`src/assert_macros.svh`:
```
// Assertion macros shared by the slot allocator RTL.
`ifndef ASSERT_MACROS_SVH
`define ASSERT_MACROS_SVH

// Same-cycle implication, disabled while reset is asserted.
`define JSA_ASSERT_IMP(lbl, clk, rst_n, ante, cons, msg) \
    lbl: assert property (@(posedge clk) disable iff (!(rst_n)) (ante) |-> (cons)) \
        else $error(msg);

// Next-cycle implication, disabled while reset is asserted.
`define JSA_ASSERT_NXT(lbl, clk, rst_n, ante, cons, msg) \
    lbl: assert property (@(posedge clk) disable iff (!(rst_n)) (ante) |=> (cons)) \
        else $error(msg);

`endif

```
`src/jsa_pkg.sv`:
```
// Shared constants, types and state encoding for the join slot allocator.
package jsa_pkg;

    // Default number of slots in the registry.
    localparam int SLOT_COUNT_DEF = 8;

    // Fixed field widths.
    localparam int ID_W   = 16;
    localparam int SLOT_W = 4;
    localparam int MASK_W = 8;

    // Scan sequencer states.
    typedef enum logic {
        S_IDLE,
        S_SCAN
    } t_state;

    // One finished result, handed from the sequencer to the output register.
    typedef struct packed {
        logic              granted;
        logic [SLOT_W-1:0] slot_number;
        logic              newly_assigned;
        logic [MASK_W-1:0] occupancy_mask;
    } t_result;

endpackage

```
`src/jsa_id_table.sv`:
```
// Slot table: one occupancy bit and one device identifier per slot.
module jsa_id_table #(
    parameter int  SLOT_COUNT = jsa_pkg::SLOT_COUNT_DEF,
    localparam int PTR_W      = (SLOT_COUNT > 1) ? $clog2(SLOT_COUNT) : 1
) (
    input  logic                    i_clk,
    input  logic                    i_rst_n,
    input  logic [PTR_W-1:0]        i_addr,
    input  logic [PTR_W-1:0]        i_rd_addr,
    input  logic                    i_wr_en,
    input  logic [jsa_pkg::ID_W-1:0] i_wr_id,
    output logic                    o_rd_valid,
    output logic [jsa_pkg::ID_W-1:0] o_rd_id,
    output logic [SLOT_COUNT-1:0]   o_valid_vec
);
    import jsa_pkg::*;

    logic [SLOT_COUNT-1:0] r_valid;
    logic [ID_W-1:0]       r_id [SLOT_COUNT];
    logic [ID_W-1:0]       r_rd_id;

    // Occupancy bits are cleared by reset and set when a slot is claimed.
    always_ff @(posedge i_clk) begin
        if (!i_rst_n) begin
            r_valid <= '0;
        end else if (i_wr_en) begin
            r_valid[i_addr] <= 1'b1;
        end
    end

    // Identifiers need no reset; they are only read behind a set occupancy bit.
    // The read is registered, so the address given is that of the next scan step.
    always_ff @(posedge i_clk) begin
        if (i_wr_en) begin
            r_id[i_addr] <= i_wr_id;
        end
        r_rd_id <= r_id[i_rd_addr];
    end

    // Occupancy of the entry under the scan address and the registered identifier.
    assign o_rd_valid  = r_valid[i_addr];
    assign o_rd_id     = r_rd_id;
    assign o_valid_vec = r_valid;

endmodule

```
`src/jsa_scan_ctrl.sv`:
```
// Scan sequencer: walks the slot table one entry a cycle with a shared comparator.
module jsa_scan_ctrl #(
    parameter int  SLOT_COUNT = jsa_pkg::SLOT_COUNT_DEF,
    localparam int PTR_W      = (SLOT_COUNT > 1) ? $clog2(SLOT_COUNT) : 1
) (
    input  logic                     i_clk,
    input  logic                     i_rst_n,
    input  logic                     i_start,
    input  logic [jsa_pkg::ID_W-1:0] i_device_id,
    input  logic                     i_out_free,
    input  logic                     i_rd_valid,
    input  logic [jsa_pkg::ID_W-1:0] i_rd_id,
    input  logic [SLOT_COUNT-1:0]    i_valid_vec,
    output logic                     o_idle,
    output logic [PTR_W-1:0]         o_addr,
    output logic [PTR_W-1:0]         o_rd_addr,
    output logic                     o_wr_en,
    output logic [jsa_pkg::ID_W-1:0] o_wr_id,
    output logic                     o_load,
    output jsa_pkg::t_result         o_result
);
    import jsa_pkg::*;

    localparam logic [PTR_W-1:0] PTR_LAST = PTR_W'(SLOT_COUNT - 1);

    t_state          r_state, n_state;
    logic [PTR_W-1:0] r_ptr, n_ptr;
    logic [ID_W-1:0]  r_req_id, n_req_id;

    logic w_hit;
    logic w_free;
    logic w_finish;

    // Compare the entry under the pointer with the requested identifier.
    // Slots are claimed lowest first and never released, so the first free
    // entry marks the end of the occupied ones.
    assign w_hit    = i_rd_valid && (i_rd_id == r_req_id);
    assign w_free   = !i_rd_valid;
    assign w_finish = w_hit || w_free || (r_ptr == PTR_LAST);

    // Result of the entry under the pointer, valid when the scan finishes.
    always_comb begin
        o_result.granted        = w_hit || w_free;
        o_result.slot_number    = (w_hit || w_free) ? (SLOT_W'(r_ptr) + SLOT_W'(1))
                                                    : '0;
        o_result.newly_assigned = w_free;
        o_result.occupancy_mask = MASK_W'(i_valid_vec)
                                | (w_free ? (MASK_W'(1) << r_ptr) : '0);
    end

    // State, pointer and request registers.
    always_ff @(posedge i_clk) begin
        if (!i_rst_n) begin
            r_state <= S_IDLE;
            r_ptr   <= '0;
        end else begin
            r_state <= n_state;
            r_ptr   <= n_ptr;
        end
    end

    always_ff @(posedge i_clk) begin
        r_req_id <= n_req_id;
    end

    // Next state and outputs.
    always_comb begin
        n_state  = r_state;
        n_ptr    = r_ptr;
        n_req_id = r_req_id;
        o_idle   = 1'b0;
        o_wr_en  = 1'b0;
        o_load   = 1'b0;
        case (r_state)
            S_IDLE: begin
                o_idle = 1'b1;
                if (i_start) begin
                    n_req_id = i_device_id;
                    n_ptr    = '0;
                    n_state  = S_SCAN;
                end
            end
            S_SCAN: begin
                if (w_finish) begin
                    // Hold on this entry until the output register has room.
                    if (i_out_free) begin
                        o_load  = 1'b1;
                        o_wr_en = w_free;
                        n_state = S_IDLE;
                    end
                end else begin
                    n_ptr = r_ptr + PTR_W'(1);
                end
            end
            default: begin
                n_state = S_IDLE;
            end
        endcase
    end

    // The identifier read is registered, so the table is addressed with the
    // next pointer value and its data lines up with the pointer.
    assign o_addr    = r_ptr;
    assign o_rd_addr = n_ptr;
    assign o_wr_id   = r_req_id;

endmodule

```
`src/join_slot_allocator.sv`:
```
// Top level of the join slot allocator: handshakes, output register and checks.
//
// Each join request is accepted while the sequencer is idle, and the sequencer
// then steps through the slot table entries, stopping at the first entry that
// matches the identifier or is free, or at the last entry. The single table read
// port and the one identifier comparator are stepped across the entries, and no
// new request is accepted while a scan is under way. A
// finished result sits in an output register, so a new request can be accepted
// while the previous result still waits to be taken; the scan stalls on its
// final entry only if that register is still full when it finishes. There is
// no clearing pass after reset: the occupancy bits clear at once.
module join_slot_allocator #(
    parameter int SLOT_COUNT = jsa_pkg::SLOT_COUNT_DEF
) (
    input  logic                       i_clk,
    input  logic                       i_rst_n,
    input  logic                       i_valid,
    output logic                       o_ready,
    input  logic [jsa_pkg::ID_W-1:0]   i_device_id,
    output logic                       o_valid,
    input  logic                       i_ready,
    output logic                       o_granted,
    output logic [jsa_pkg::SLOT_W-1:0] o_slot_number,
    output logic                       o_newly_assigned,
    output logic [jsa_pkg::MASK_W-1:0] o_occupancy_mask
);
    import jsa_pkg::*;
    `include "assert_macros.svh"

    localparam int PTR_W = (SLOT_COUNT > 1) ? $clog2(SLOT_COUNT) : 1;

    logic                  w_idle;
    logic                  w_start;
    logic                  w_out_free;
    logic [PTR_W-1:0]      w_addr;
    logic [PTR_W-1:0]      w_rd_addr;
    logic                  w_wr_en;
    logic [ID_W-1:0]       w_wr_id;
    logic                  w_rd_valid;
    logic [ID_W-1:0]       w_rd_id;
    logic [SLOT_COUNT-1:0] w_valid_vec;
    logic                  w_load;
    t_result               w_result;

    logic                  r_out_valid;
    t_result               r_out;

    // Input transfer and room in the output register.
    assign o_ready    = w_idle;
    assign w_start    = i_valid && w_idle;
    assign w_out_free = !r_out_valid || i_ready;

    jsa_id_table #(
        .SLOT_COUNT (SLOT_COUNT)
    ) u_table (
        .i_clk       (i_clk),
        .i_rst_n     (i_rst_n),
        .i_addr      (w_addr),
        .i_rd_addr   (w_rd_addr),
        .i_wr_en     (w_wr_en),
        .i_wr_id     (w_wr_id),
        .o_rd_valid  (w_rd_valid),
        .o_rd_id     (w_rd_id),
        .o_valid_vec (w_valid_vec)
    );

    jsa_scan_ctrl #(
        .SLOT_COUNT (SLOT_COUNT)
    ) u_ctrl (
        .i_clk       (i_clk),
        .i_rst_n     (i_rst_n),
        .i_start     (w_start),
        .i_device_id (i_device_id),
        .i_out_free  (w_out_free),
        .i_rd_valid  (w_rd_valid),
        .i_rd_id     (w_rd_id),
        .i_valid_vec (w_valid_vec),
        .o_idle      (w_idle),
        .o_addr      (w_addr),
        .o_rd_addr   (w_rd_addr),
        .o_wr_en     (w_wr_en),
        .o_wr_id     (w_wr_id),
        .o_load      (w_load),
        .o_result    (w_result)
    );

    // Output register: loaded when a scan finishes, emptied by an output transfer.
    always_ff @(posedge i_clk) begin
        if (!i_rst_n) begin
            r_out_valid <= 1'b0;
        end else if (w_load) begin
            r_out_valid <= 1'b1;
        end else if (i_ready) begin
            r_out_valid <= 1'b0;
        end
    end

    always_ff @(posedge i_clk) begin
        if (w_load) begin
            r_out <= w_result;
        end
    end

    assign o_valid          = r_out_valid;
    assign o_granted        = r_out.granted;
    assign o_slot_number    = r_out.slot_number;
    assign o_newly_assigned = r_out.newly_assigned;
    assign o_occupancy_mask = r_out.occupancy_mask;

    // Occupied slots always form a run starting at the lowest slot.
    `JSA_ASSERT_IMP(a_valid_prefix, i_clk, i_rst_n, 1'b1, (w_valid_vec & (w_valid_vec + SLOT_COUNT'(1))) == '0, "occupied slots are not a contiguous run from slot 1")

    // A slot, once occupied, stays occupied until reset.
    `JSA_ASSERT_NXT(a_valid_keep, i_clk, i_rst_n, $past(i_rst_n), (w_valid_vec & $past(w_valid_vec)) == $past(w_valid_vec), "an occupied slot was released")

    // The table is written only when a result is loaded into the output register.
    `JSA_ASSERT_IMP(a_write_with_load, i_clk, i_rst_n, w_wr_en, w_load && w_result.newly_assigned, "slot claimed without a matching result")

endmodule
```
`config.mk`:
```
export PLATFORM = sky130hd
export DESIGN_NAME = join_slot_allocator
export DESIGN_NICKNAME = d
export VERILOG_FILES = /design/src/jsa_pkg.sv /design/src/jsa_id_table.sv /design/src/jsa_scan_ctrl.sv /design/src/join_slot_allocator.sv
export VERILOG_INCLUDE_DIRS = /design/src /design/src/src
export SDC_FILE = /design/constraint.sdc
export NUM_CORES = 1
export LEC_CHECK = 0
export BUFFER_PORTS_ARGS = -buffer_cell sky130_fd_sc_hd__buf_2
export CAP_MARGIN = 20
export CORE_UTILIZATION = 45
export CTS_CLUSTER_SIZE = 30
export DETAILED_ROUTE_END_ITERATION = 10
export MAX_ROUTING_LAYER = met4
export SYNTH_ARGS = -nofsm -noshare
export SYNTH_HDL_FRONTEND = slang
export SYNTH_SLANG_ARGS = --single-unit
```
`constraint.sdc`:
```
create_clock -name i_clk -period 6.6 [get_ports i_clk]
set_clock_uncertainty 0.15 [all_clocks]
set_input_delay 1.98 -clock i_clk [delete_from_list [all_inputs] [get_ports i_clk]]
set_output_delay 1.98 -clock i_clk [all_outputs]
set_load 0.05 [all_outputs]
```
; Word-level counts from Yosys, hierarchy flattened
; Memories as Yosys holds them, arrays and structs flattened. A register that Yosys moved wholly into a read port is not among the register bits.
; Cells that the tools add are included.
[word_totals]
out_inout_bits = 16
regBits = 43
mem_count = 1
mem_bits_rw = 128
[memory_table]
columns = name, depth, width, read_ports, rd_ports_with_merged_regs, write_ports, line_no
row1 = u_table.r_id, 8, 16, 1, 1, 1, jsa_id_table.sv:19  ; logic [ID_W-1:0] r_id [SLOT_COUNT];
[classes]
n_bitwise = 3
n_reduce_logical = 10
n_eq_ne = 2
n_addsub = 2
shifts = 1
magnitude_cmp = 2
muxes = 23
[op_table]
columns = operator, n
row1 = == test 16 bit, 1
row2 = 2-to-1 mux 1 bit, 16
row3 = bitwise OR 8 bit, 2
row4 = 2-to-1 mux 8 bit, 1
row5 = "<< shifter 1 x 3 -> 8 bit, first input constant", 1
row6 = 2-to-1 mux 3 bit, 2
row7 = one-hot mux 3 bit (2 select lines), 1
row8 = "adder 3 x 1 -> 4 bit, second input constant", 1
row9 = "less-than comparator 3 x 4 -> 1 bit, second input constant", 1
row10 = "adder 3 x 1 -> 3 bit, second input constant", 1
row11 = binary-select mux 1 bit (select 3 bit), 1
row12 = demux 1 bit (select 3 bit), 1
row13 = "== test 3 bit, second input constant", 1
row14 = "greater-or-equal comparator 3 x 1 -> 1 bit, second input constant", 1
row15 = logical AND 1 bit, 3
row16 = logical OR 1 bit, 3
row17 = logical NOT 1 bit, 2
row18 = one-hot mux 1 bit (2 select lines), 1
row19 = AND reduction 2 bit, 1
row20 = nonzero test 2 bit, 1
row21 = NOT 1 bit, 1

; Depth between registers and ports, before layout
; Gate-level depths: netlist (run 1).
[logic_depth]
depth_word = 9
depth_mapped = 12

; Hierarchy
; Synthesis (run 1) repeated with hierarchy kept, for this count alone.
[unflattened]
cells_unflattened = 344
area_unflattened_um2 = 7179.4
[by_module_without_submodules]
columns = module, cells_per_inst, n_inst, seq_area_each_um2, area_per_inst_um2
row1 = jsa_id_table, 231, 1, 4324.1, 5600.4
row2 = jsa_scan_ctrl, 94, 1, 560.5, 1103.6
row3 = join_slot_allocator, 19, 1, 440.4, 475.5

; Least setup slack after synthesis (run 1)
; OpenSTA, ideal clock, no wires.
[synth_timing]
path_kind = in2reg
from = input i_ready
to = memory u_table.r_id[6][0] (enable)
t_arrival_ns = 3.488
path_slack_ns = 2.550
n_path_buf = 0
stages = 3
required_time_ns = 6.038
setup_time_ns = 0.412
path_cell_list = nand2b_1 -> nand4_1 -> nor3_1
[synth_between]
elab_chain_len = 6
[synth_lines]
columns = element, line_no
row1 = from (decl), join_slot_allocator.sv:21  ; input logic i_ready,
row2 = logical OR 1 bit, join_slot_allocator.sv:51  ; assign w_out_free = !r_out_valid || i_ready;
row3 = 2-to-1 mux 1 bit, jsa_scan_ctrl.sv:86  ; if (i_out_free) begin
row4 = 2-to-1 mux 1 bit, jsa_scan_ctrl.sv:84  ; if (w_finish) begin
row5 = 2-to-1 mux 1 bit, jsa_scan_ctrl.sv:74  ; case (r_state)
row6 = 2-to-1 mux 1 bit, jsa_id_table.sv:34  ; if (i_wr_en) begin
row7 = 2-to-1 mux 1 bit (not written as such), jsa_id_table.sv:35  ; r_id[i_addr] <= i_wr_id;
row8 = to (decl), jsa_id_table.sv:19
; Every way passes these cells.

; Final worst setup path (run 1)
[layout_timing]
from = register u_ctrl.r_req_id[10], in the netlist u_ctrl.o_wr_id[10]
to = register u_table.r_rd_id[4], in the netlist u_table.o_rd_id[4] (read register of u_table.r_id)
[layout_between]
elab_chain_len = 6
[layout_lines]
columns = element, line_no
row1 = from (decl), jsa_scan_ctrl.sv:28  ; logic [ID_W-1:0] r_req_id, n_req_id;
row2 = from (signal assigned), jsa_scan_ctrl.sv:63  ; r_req_id <= n_req_id;
row3 = == test 16 bit, jsa_scan_ctrl.sv:37  ; assign w_hit = i_rd_valid && (i_rd_id == r_req_id);
row4 = logical AND 1 bit, jsa_scan_ctrl.sv:37
row5 = logical OR 1 bit (2 in series), jsa_scan_ctrl.sv:39  ; assign w_finish = w_hit || w_free || (r_ptr == PTR_LAST);
row6 = 2-to-1 mux 3 bit, jsa_scan_ctrl.sv:84
row7 = one-hot mux 3 bit (2 select lines), jsa_scan_ctrl.sv:74
row8 = to (decl), jsa_id_table.sv:20  ; logic [ID_W-1:0] r_rd_id;
; Every way passes these cells.
; A chain may end at the register's enable or synchronous reset.

==> flow_metrics.env, run 1 <==
export IMPL_via_per_inst=6.59
export IMPL_start_util_pct=46.2
export IMPL_synth_cell_type_count=54
export IMPL_numClockSinks=187
export IMPL_multi_input_area_um2=3340
export IMPL_antenna_found_initial=0
export IMPL_slew_headroom_pct=30.3
export IMPL_post_route_period_util_pct=62.0
export IMPL_grt_remaining_overflow=0
export IMPL_ant_nets=0
export IMPL_syn_to_final_growth_pct=10.3
export IMPL_clkTransAtPathRegs_ns=0.06
export IMPL_num_antenna_cells=0
export IMPL_slew_viol_final=0
export IMPL_synth_top_cells_by_count="edfxtp_1, nor3_1, nor2_1"
export IMPL_first_global_vias=6616
export IMPL_nets=791
export IMPL_yosys_warnings=0
export IMPL_avgRoutedWirePerCell_um=23.4
export IMPL_ctsResizeCount=0
export IMPL_path_class="reg2reg"
export IMPL_rsz0062_at_grt="false"
export IMPL_async_reset_ff_share_pct=0
export IMPL_syn_avg_cell_area_um2=11.8
export IMPL_synth_most_common_cell="edfxtp_1"
export IMPL_critPathBufInv=1
export IMPL_critPathLaunchType="flip-flop"
export IMPL_drive_gt1_share_pct=16.5
export IMPL_outcome="complete, no violations"
export IMPL_ys_ff_latch=187
export IMPL_cts_hold_buffers=0
export IMPL_power_leakage_uw=0.00314
export IMPL_vias=6873
export IMPL_ioPinCount=36
export IMPL_end_kind="flip-flop"
export IMPL_numCtsBuffers=17
export IMPL_portBuffers=35
export IMPL_grt_use_total_pct=25.6
export IMPL_finalHoldViolCount=0
export IMPL_vdd_drop_max_mv=0.188
export IMPL_seq_area_frac_synth_pct=59.1
export IMPL_synth_ff_type="edfxtp_1"
export IMPL_yosysTopAreaCell="edfxtp_1"
export IMPL_fillerInstances=1699
export IMPL_seq_area_um2=5330
export IMPL_tns_ns=0
export IMPL_htree_levels=4
export IMPL_syn_instance_count=762
export IMPL_post_route_drc_count=0
export IMPL_die_h_um=144
export IMPL_clkLatencyLatePin_ns=0.44
export IMPL_critPathArrivalTime_ns=4.32
export IMPL_synth_edff_count=158
export IMPL_wl_um=24400
export IMPL_clockRootBuffer="clkbuf_16"
export IMPL_place_congestion=0.839
export IMPL_cpPeakStageDelay_ns=0.68
export IMPL_synthTopCellsByArea="edfxtp_1, nor3_1, dfxtp_1"
export IMPL_power_density_nw_per_um2=260
export IMPL_fin_ws_ns=2.51
export IMPL_path_cells="xnor2_1, nand4_1, o41a_1, nand2_2, buf_4, o311ai_0, o32ai_1, a221o_1"
export IMPL_worst_pin_slew_ns=1.04
export IMPL_core_um2=19500
export IMPL_drt_iter0_drc=772
export IMPL_dp_hpwl_um=13200
export IMPL_die_area_um2=20600
export IMPL_pre_cts_slack_ns=2.25
export IMPL_finalSetupViolCount=0
export IMPL_critPathRequiredTime_ns=6.83
export IMPL_hp_class="reg2reg"
export IMPL_rows=51
export IMPL_grt_start_max_net_pins=111
export IMPL_post_cts_buffers=0
export IMPL_synth_top_cell_area_share_pct=52.6
export IMPL_syn_nets=788
export IMPL_syn_cell_area_um2=9010
export IMPL_dieWidth_um=144
export IMPL_crit_family="compound AO/OA/AOI/OAI gates"
export IMPL_max_freq_ghz=0.244
export IMPL_worstPathMaxFanout=61
export IMPL_grt_pass1_wl_um=37400
export IMPL_clk_path_buf_depth=2
export IMPL_period_minus_slack_ns=4.09
export IMPL_firstDrtPassIters=5
export IMPL_cts_tree="built"
export IMPL_slowest_stage="buf_4"
export IMPL_cap_violations=0
-- worst paths after layout --
path	startpoint	end	slack, ns	depth (start not counted)
setup / recovery	u_ctrl.o_wr_id[10]	u_table.o_rd_id[4]	2.51	8
setup reg to reg	u_ctrl.o_wr_id[10]	u_table.o_rd_id[4]	2.51	8
hold / removal	u_table.o_valid_vec[1]	u_table.o_valid_vec[1]	0.36	1
hold reg to reg	u_table.o_valid_vec[1]	u_table.o_valid_vec[1]	0.36	1
-- cell type report --
type                       instances  share of cell area (%)
timing repair buffer              55                    3.47
clock buffer                      25                    4.68
inverter                           8                   0.302
multi-input combinational        496                    33.6
tap                              265                    3.34
clock inverter                     7                   0.982
sequential                       187                    53.6
-- state kept, by name, summed over array words and instances, names as in the netlist, 3 cells and up --
register             count
u_table.o_valid_vec      8
u_ctrl.o_wr_id          16
o_occupancy_mask         8
u_table.r_id           128
u_table.o_rd_id         16
o_slot_number            4
u_ctrl.o_addr            3
-- cells by family after synthesis --
| kind of cell | synth area share, % |
|---|---|
| multiplexers | 0.569 |
| buffers and inverters | 4.57 |
| flip-flops | 59.1 |
| AND/OR/NAND/NOR | 17.2 |
| adder cells (fa/ha/maj) | 0.833 |
| XOR/XNOR | 1.55 |
| AO/OA/AOI/OAI | 16.2 |
-- report_power, final --
part           total, uW  internal, uW  switching (uW)  leakage [uW]
clock                997           568             429      0.000254
combinational        234          64.2             170       0.00121
sequential          1360          1320            33.1       0.00168
total               2590          1960             631       0.00314
-- metrics by stage --
stage	util, %	cell area (um2)	cells	hold slack (ns)	total power (uW)
after floorplan	-	9010	762	0.313	1540
after global placement	47.9	9350	1010	0.340	1600
after detailed placement	47.9	9350	1010	0.338	1610
after CTS	50.8	9910	1042	0.356	2590
after global routing	50.9	9940	1043	0.385	2660
final	50.9	9940	1043	0.357	2590
-- placed cells by master (no fill, tap or decap), drive strengths merged, types with 2 or more instances in the layout --
cell        n
nor2b       2
a31o        3
ha          6
nand4       5
o221ai     16
a31oi       2
and4        2
or4        16
mux2i       4
bufinv      2
o311ai     16
nor4       34
a21o        5
dfxtp      29
o32ai      17
a21oi       2
nor3      136
clkinvlp    5
xnor2      16
buf        55
inv         8
o221a      16
clkbuf     25
edfxtp    158
o21ai      21
and2        2
nand2b      2
a221o      17
nand3       7
o21a        8
nor2       60
a211o      16
o22ai      32
or2        16
nand2       8
-- layer usage --
layer,global-route usage [%],vias up,part of all wire (%)
li1,-,3082,-
met1,33.1,3423,43
met2,40.7,331,48
met3,4.57,37,6.6
met4,8.68,0,2.1
met5,-,-,0
Power figures use the tool's default switching activity.
==> run 2, diff against run 1 <==
==> constraint.sdc (replaced) <==
create_clock -name i_clk -period 4 [get_ports i_clk]
set_clock_uncertainty 0.15 [all_clocks]
set_input_delay 1.2 -clock i_clk [delete_from_list [all_inputs] [get_ports i_clk]]
set_output_delay 1.2 -clock i_clk [all_outputs]
set_load 0.05 [all_outputs]
==> run 2 against run 1 <==
Against the previous run:
- flip-flop and latch count unchanged
- first-iteration DRC count decreased by 22%
- power increased by 68%
- sequential power increased by 65%
- die area unchanged
- count of clock-buffer cells in the layout decreased by 8
- worst hold slack improved by 0.0075 ns
- routed wire length increased by 1.2%
- utilization increased by 0.74 points
- sequential share of layout area decreased by 0.76 points
==> flow_metrics.env, run 2 (same netlist as run 1, synthesis figures left out) <==
export IMPL_slowest_stage="o41ai_4"
export IMPL_r2r_cells=8
export IMPL_worstPathMaxFanout=34
export IMPL_pre_cts_slack_ns=0.549
export IMPL_r2r_start="u_ctrl.o_wr_id[10]"
export IMPL_cap_violations=0
export IMPL_core_um2=19500
export IMPL_post_cts_buffers=0
export IMPL_hp_class="reg2reg"
export IMPL_firstDrtPassIters=5
export IMPL_rsz0062_at_grt="false"
export IMPL_first_global_vias=6779
export IMPL_cpPeakStageDelay_ns=0.71
export IMPL_critPathLaunchType="flip-flop"
export IMPL_grt_use_total_pct=25.9
export IMPL_slew_viol_final=0
export IMPL_clkLatencyLatePin_ns=0.44
export IMPL_place_congestion=0.794
export IMPL_htree_levels=4
export IMPL_final_cell_mix="edfxtp_1, nor3_1, nor2_1, buf_2"
export IMPL_via_per_inst=6.65
export IMPL_fin_ws_ns=0.476
export IMPL_syn_to_final_growth_pct=11.9
export IMPL_post_route_period_util_pct=88.1
export IMPL_clkTransAtPathRegs_ns=0.07
export IMPL_antenna_found_initial=0
export IMPL_period_minus_slack_ns=3.52
export IMPL_finalSetupViolCount=0
export IMPL_grt_pass1_wl_um=38100
export IMPL_num_antenna_cells=0
export IMPL_die_area_um2=20600
export IMPL_wl_um=24700
export IMPL_tns_ns=0
export IMPL_cts_hold_buffers=0
export IMPL_dp_hpwl_um=14200
export IMPL_path_common_cell="nor3_1"
export IMPL_min_from="u_table.o_valid_vec[7]"
export IMPL_finalHoldViolCount=0
export IMPL_r2r_end="u_table.o_rd_id[6]"
export IMPL_grt_start_max_net_pins=77
export IMPL_p_comb_share_pct=9.3
export IMPL_seq_power_share_pct=51.3
export IMPL_largest_register_ffs=128
export IMPL_fillerInstances=1682
export IMPL_drt_iter0_drc=599
export IMPL_critPathBufInv=1
export IMPL_start_util_pct=46.2
export IMPL_grt_remaining_overflow=0
export IMPL_internal_power_uw=3250
export IMPL_nets=799
export IMPL_ant_nets=0
export IMPL_vias=6986
export IMPL_clockRootBuffer="clkbuf_16"
export IMPL_post_route_drc_count=0
export IMPL_critPathArrivalTime_ns=3.70
export IMPL_power_switching_uw=1110
export IMPL_outcome="complete, no violations"
export IMPL_path_cells="xnor2_1, nand4_1, o41ai_4, buf_4, nor2_4, nor3_1, nor3_1, a221o_1"
export IMPL_ioPinCount=36
export IMPL_switching_share_pct=25.5
export IMPL_layout_commonest_cell="edfxtp_1"
export IMPL_ctsResizeCount=0
export IMPL_endpoint="u_table.o_rd_id[6]"
export IMPL_numCtsBuffers=17
export IMPL_cp_num_cells=8
export IMPL_power_leakage_uw=0.00324
export IMPL_critPathRequiredTime_ns=4.17
export IMPL_slew_headroom_pct=29.7
export IMPL_dieWidth_um=144
export IMPL_end_kind="flip-flop"
export IMPL_path_class="reg2reg"
export IMPL_avgRoutedWirePerCell_um=23.5
export IMPL_drive_gt1_share_pct=18.2
export IMPL_vdd_drop_max_mv=0.374
export IMPL_numClockSinks=187
export IMPL_worst_pin_slew_ns=1.05
export IMPL_die_h_um=144
export IMPL_clk_path_buf_depth=2
export IMPL_rows=51
export IMPL_cts_tree="built"
export IMPL_regMostFlops="u_table.r_id"
export IMPL_power_density_nw_per_um2=432
export IMPL_clockPowerShare_pct=39.4
export IMPL_crit_family="compound AO/OA/AOI/OAI gates"
export IMPL_crit_start="u_ctrl.o_wr_id[10]"
export IMPL_max_freq_ghz=0.284
export IMPL_portBuffers=35
export IMPL_r2r_slack_ns=0.48
-- run 2: through the flow --
stage	power, uW	std cells	hold slack (ns)	util, %	instance area, um2
global placement	2670	1019	0.356	48.6	9480
global route	4510	1051	0.390	51.6	10100
detailed placement	2680	1019	0.350	48.6	9480
CTS	4390	1051	0.370	51.6	10100
floorplan	2550	762	0.313	-	9010
finish	4360	1051	0.365	51.6	10100
-- run 2: area by class of cell --
cell class	instances	area (um2)	share of cell area, %
Sequential cell	187	5330	52.8
Multi-Input combinational cell	496	3340	33.1
Timing Repair Buffer	63	460	4.57
Clock buffer	17	425	4.22
Tap cell	265	332	3.29
Clock inverter	15	175	1.74
Inverter	8	30.0	0.298
-- run 2: how the worst min path moves through the flow --
stage	endpoint	slack (ns)	cells past startpoint
after floorplan	u_table.o_valid_vec[4]	0.31	1
after global placement	u_table.o_valid_vec[5]	0.36	1
after detailed placement	u_table.o_valid_vec[1]	0.35	1
after CTS	u_table.o_valid_vec[1]	0.37	1
after global routing	u_table.o_valid_vec[1]	0.39	1
final	u_table.o_valid_vec[7]	0.36	1
-- run 2: per-layer routing --
metal  track usage (%)  routed length [um]  vias up  part of all wire [%]
met2              40.8               11800      345                    48
met3              5.16                1760       52                   7.1
li1                  -                   -     3106                     -
met1              32.8               10600     3483                    43
met5                 -                   0        -                     0
met4              10.5                 535        0                   2.2
-- run 2: power by group through the flow --
| stage | registers (uW) | logic (uW) | clock network (uW) |
|---|---|---|---|
| after CTS | 2240 | 401 | 1760 |
| after global routing | 2240 | 433 | 1830 |
| after detailed placement | 2280 | 400 | 0 |
| after floorplan | 2290 | 254 | 0 |
| after global placement | 2280 | 392 | 0 |
| final | 2240 | 404 | 1720 |
==> run 3, diff against run 2 <==
--- a/config.mk
+++ b/config.mk
@@ -8,10 +8,11 @@
 export LEC_CHECK = 0
 export BUFFER_PORTS_ARGS = -buffer_cell sky130_fd_sc_hd__buf_2
 export CAP_MARGIN = 20
-export CORE_UTILIZATION = 45
+export CORE_UTILIZATION = 65
 export CTS_CLUSTER_SIZE = 30
 export DETAILED_ROUTE_END_ITERATION = 10
 export MAX_ROUTING_LAYER = met4
+export PLACE_DENSITY = 0.83
 export SYNTH_ARGS = -nofsm -noshare
 export SYNTH_HDL_FRONTEND = slang
 export SYNTH_SLANG_ARGS = --single-unit
==> constraint.sdc (replaced) <==
create_clock -name i_clk -period 4.27 [get_ports i_clk]
set_clock_uncertainty 0.15 [all_clocks]
set_input_delay 1.281 -clock i_clk [delete_from_list [all_inputs] [get_ports i_clk]]
set_output_delay 1.281 -clock i_clk [all_outputs]
set_load 0.05 [all_outputs]
==> run 3 against run 2 <==
Against the previous run:
- combinational power fell by 7.2%
- critical endpoint is now u_table.o_rd_id[3]
- cell count down 8.1%
- fmax is 8.9% lower
- count of clock-buffer cells in the layout grew 3
- non-clock buffer count grew 4
- largest power group unchanged
- clock power is 13% lower
- power decreased by 9.2%
- utilization is 22 points higher
- sequential share of layout area rose by 0.83 points
==> flow_metrics.env, run 3 (same netlist as run 1, synthesis figures left out) <==
export IMPL_outcome="complete, no violations"
export IMPL_place_congestion=0.933
export IMPL_finalSetupViolCount=0
export IMPL_layout_commonest_cell="edfxtp_1"
export IMPL_critPathArrivalTime_ns=4.09
export IMPL_die_h_um=120
export IMPL_regMostFlops="u_table.r_id"
export IMPL_antenna_found_initial=0
export IMPL_hp_class="reg2reg"
export IMPL_ctsResizeCount=0
export IMPL_num_antenna_cells=0
export IMPL_slew_headroom_pct=23.3
export IMPL_wl_um=24100
export IMPL_final_cell_mix="edfxtp_1, nor3_1, nor2_1, buf_2"
export IMPL_numClockSinks=187
export IMPL_avgRoutedWirePerCell_um=24.9
export IMPL_start_util_pct=67.3
export IMPL_power_total_uw=3960
export IMPL_clkLatencyLatePin_ns=0.44
export IMPL_ant_nets=0
export IMPL_critPathRequiredTime_ns=4.49
export IMPL_tns_ns=0
export IMPL_post_route_drc_count=0
export IMPL_ioPinCount=36
export IMPL_path_cells="nand3_1, o21ai_1, a221o_2, inv_2, o32ai_4, buf_12, o22ai_1, o32ai_1, a221o_1"
export IMPL_die_area_um2=14300
export IMPL_via_per_inst=7.54
export IMPL_grt_use_total_pct=36.1
export IMPL_firstDrtPassIters=6
export IMPL_rsz0062_at_grt="false"
export IMPL_core_um2=13400
export IMPL_critPathBufInv=2
export IMPL_max_freq_ghz=0.258
export IMPL_crit_family="compound AO/OA/AOI/OAI gates"
export IMPL_dieWidth_um=120
export IMPL_largest_register_ffs=128
export IMPL_clk_path_buf_depth=2
export IMPL_cts_tree="built"
export IMPL_finalHoldViolCount=0
export IMPL_nets=803
export IMPL_clockRootBuffer="clkbuf_16"
export IMPL_portBuffers=35
export IMPL_syn_to_final_growth_pct=10.1
export IMPL_end_kind="flip-flop"
export IMPL_vias=7286
export IMPL_slew_viol_final=0
export IMPL_hold_ws_ns=0.364
export IMPL_worstPathMaxFanout=41
export IMPL_dp_hpwl_um=13700
export IMPL_r2r_slack_ns=0.40
export IMPL_clkTransAtPathRegs_ns=0.07
export IMPL_critPathLaunchType="flip-flop"
export IMPL_numCtsBuffers=17
export IMPL_post_cts_buffers=0
export IMPL_cap_violations=0
export IMPL_slowest_stage="o32ai_4"
export IMPL_power_density_nw_per_um2=399
export IMPL_grt_pass1_wl_um=37700
export IMPL_cpPeakStageDelay_ns=1.03
export IMPL_cts_hold_buffers=0
export IMPL_post_route_period_util_pct=90.6
export IMPL_htree_levels=4
export IMPL_drt_iter0_drc=1064
export IMPL_period_minus_slack_ns=3.87
export IMPL_vdd_drop_max_mv=0.387
export IMPL_grt_start_max_net_pins=111
export IMPL_drive_gt1_share_pct=17.8
export IMPL_power_leakage_uw=0.00323
export IMPL_rows=42
export IMPL_path_class="reg2reg"
export IMPL_worst_pin_slew_ns=1.15
export IMPL_first_global_vias=6996
export IMPL_grt_remaining_overflow=0
run 3: cell count changes in the layout (fill, tap and decap cells not counted), moves of 3 or more:
cell and delta:
buf_12 -3, buf_4 +6, clkinv_1 +3, inv_6 -4, inv_8 -3
run 3: worst paths after layout:
check,cells after the start,startpoint,endpoint
worst max-delay path,9,u_ctrl.o_addr[0],u_table.o_rd_id[3]
worst min-delay path,1,u_table.o_valid_vec[4],u_table.o_valid_vec[4]
worst max register to register,9,u_ctrl.o_addr[0],u_table.o_rd_id[3]
worst min register to register,1,u_table.o_valid_vec[4],u_table.o_valid_vec[4]
run 3: per-layer routing:
metal	vias to the layer above	track usage (%)	routed length, um
met5	-	-	0
met4	0	18.7	920
met3	91	8.94	2740
met2	594	54.3	11400
met1	3502	45.6	9030
li1	3099	-	-
run 3: final cells by class:
type	count	area, um2
Inverter	8	30.0
Clock buffer	20	457
Timing Repair Buffer	67	473
Multi-Input combinational cell	496	3330
Clock inverter	12	96.3
Fill cell	853	3470
Sequential cell	187	5330
Tap cell	176	220
run 3: report_power, final:
group          switching [uW]  internal (uW)
logic                     266            109
registers                51.8           2040
clock network             659            827
run 3: through the flow:
step                std cells  cell area [um2]  utilization (%)  setup slack [ns]
CTS                       965             9900             73.9             0.522
global route              966             9930             74.1             0.320
finish                    966             9930             74.1             0.400
floorplan                 762             9010                -             0.669
global placement          933             9350             69.7             0.759
detailed placement        933             9350             69.7             0.609
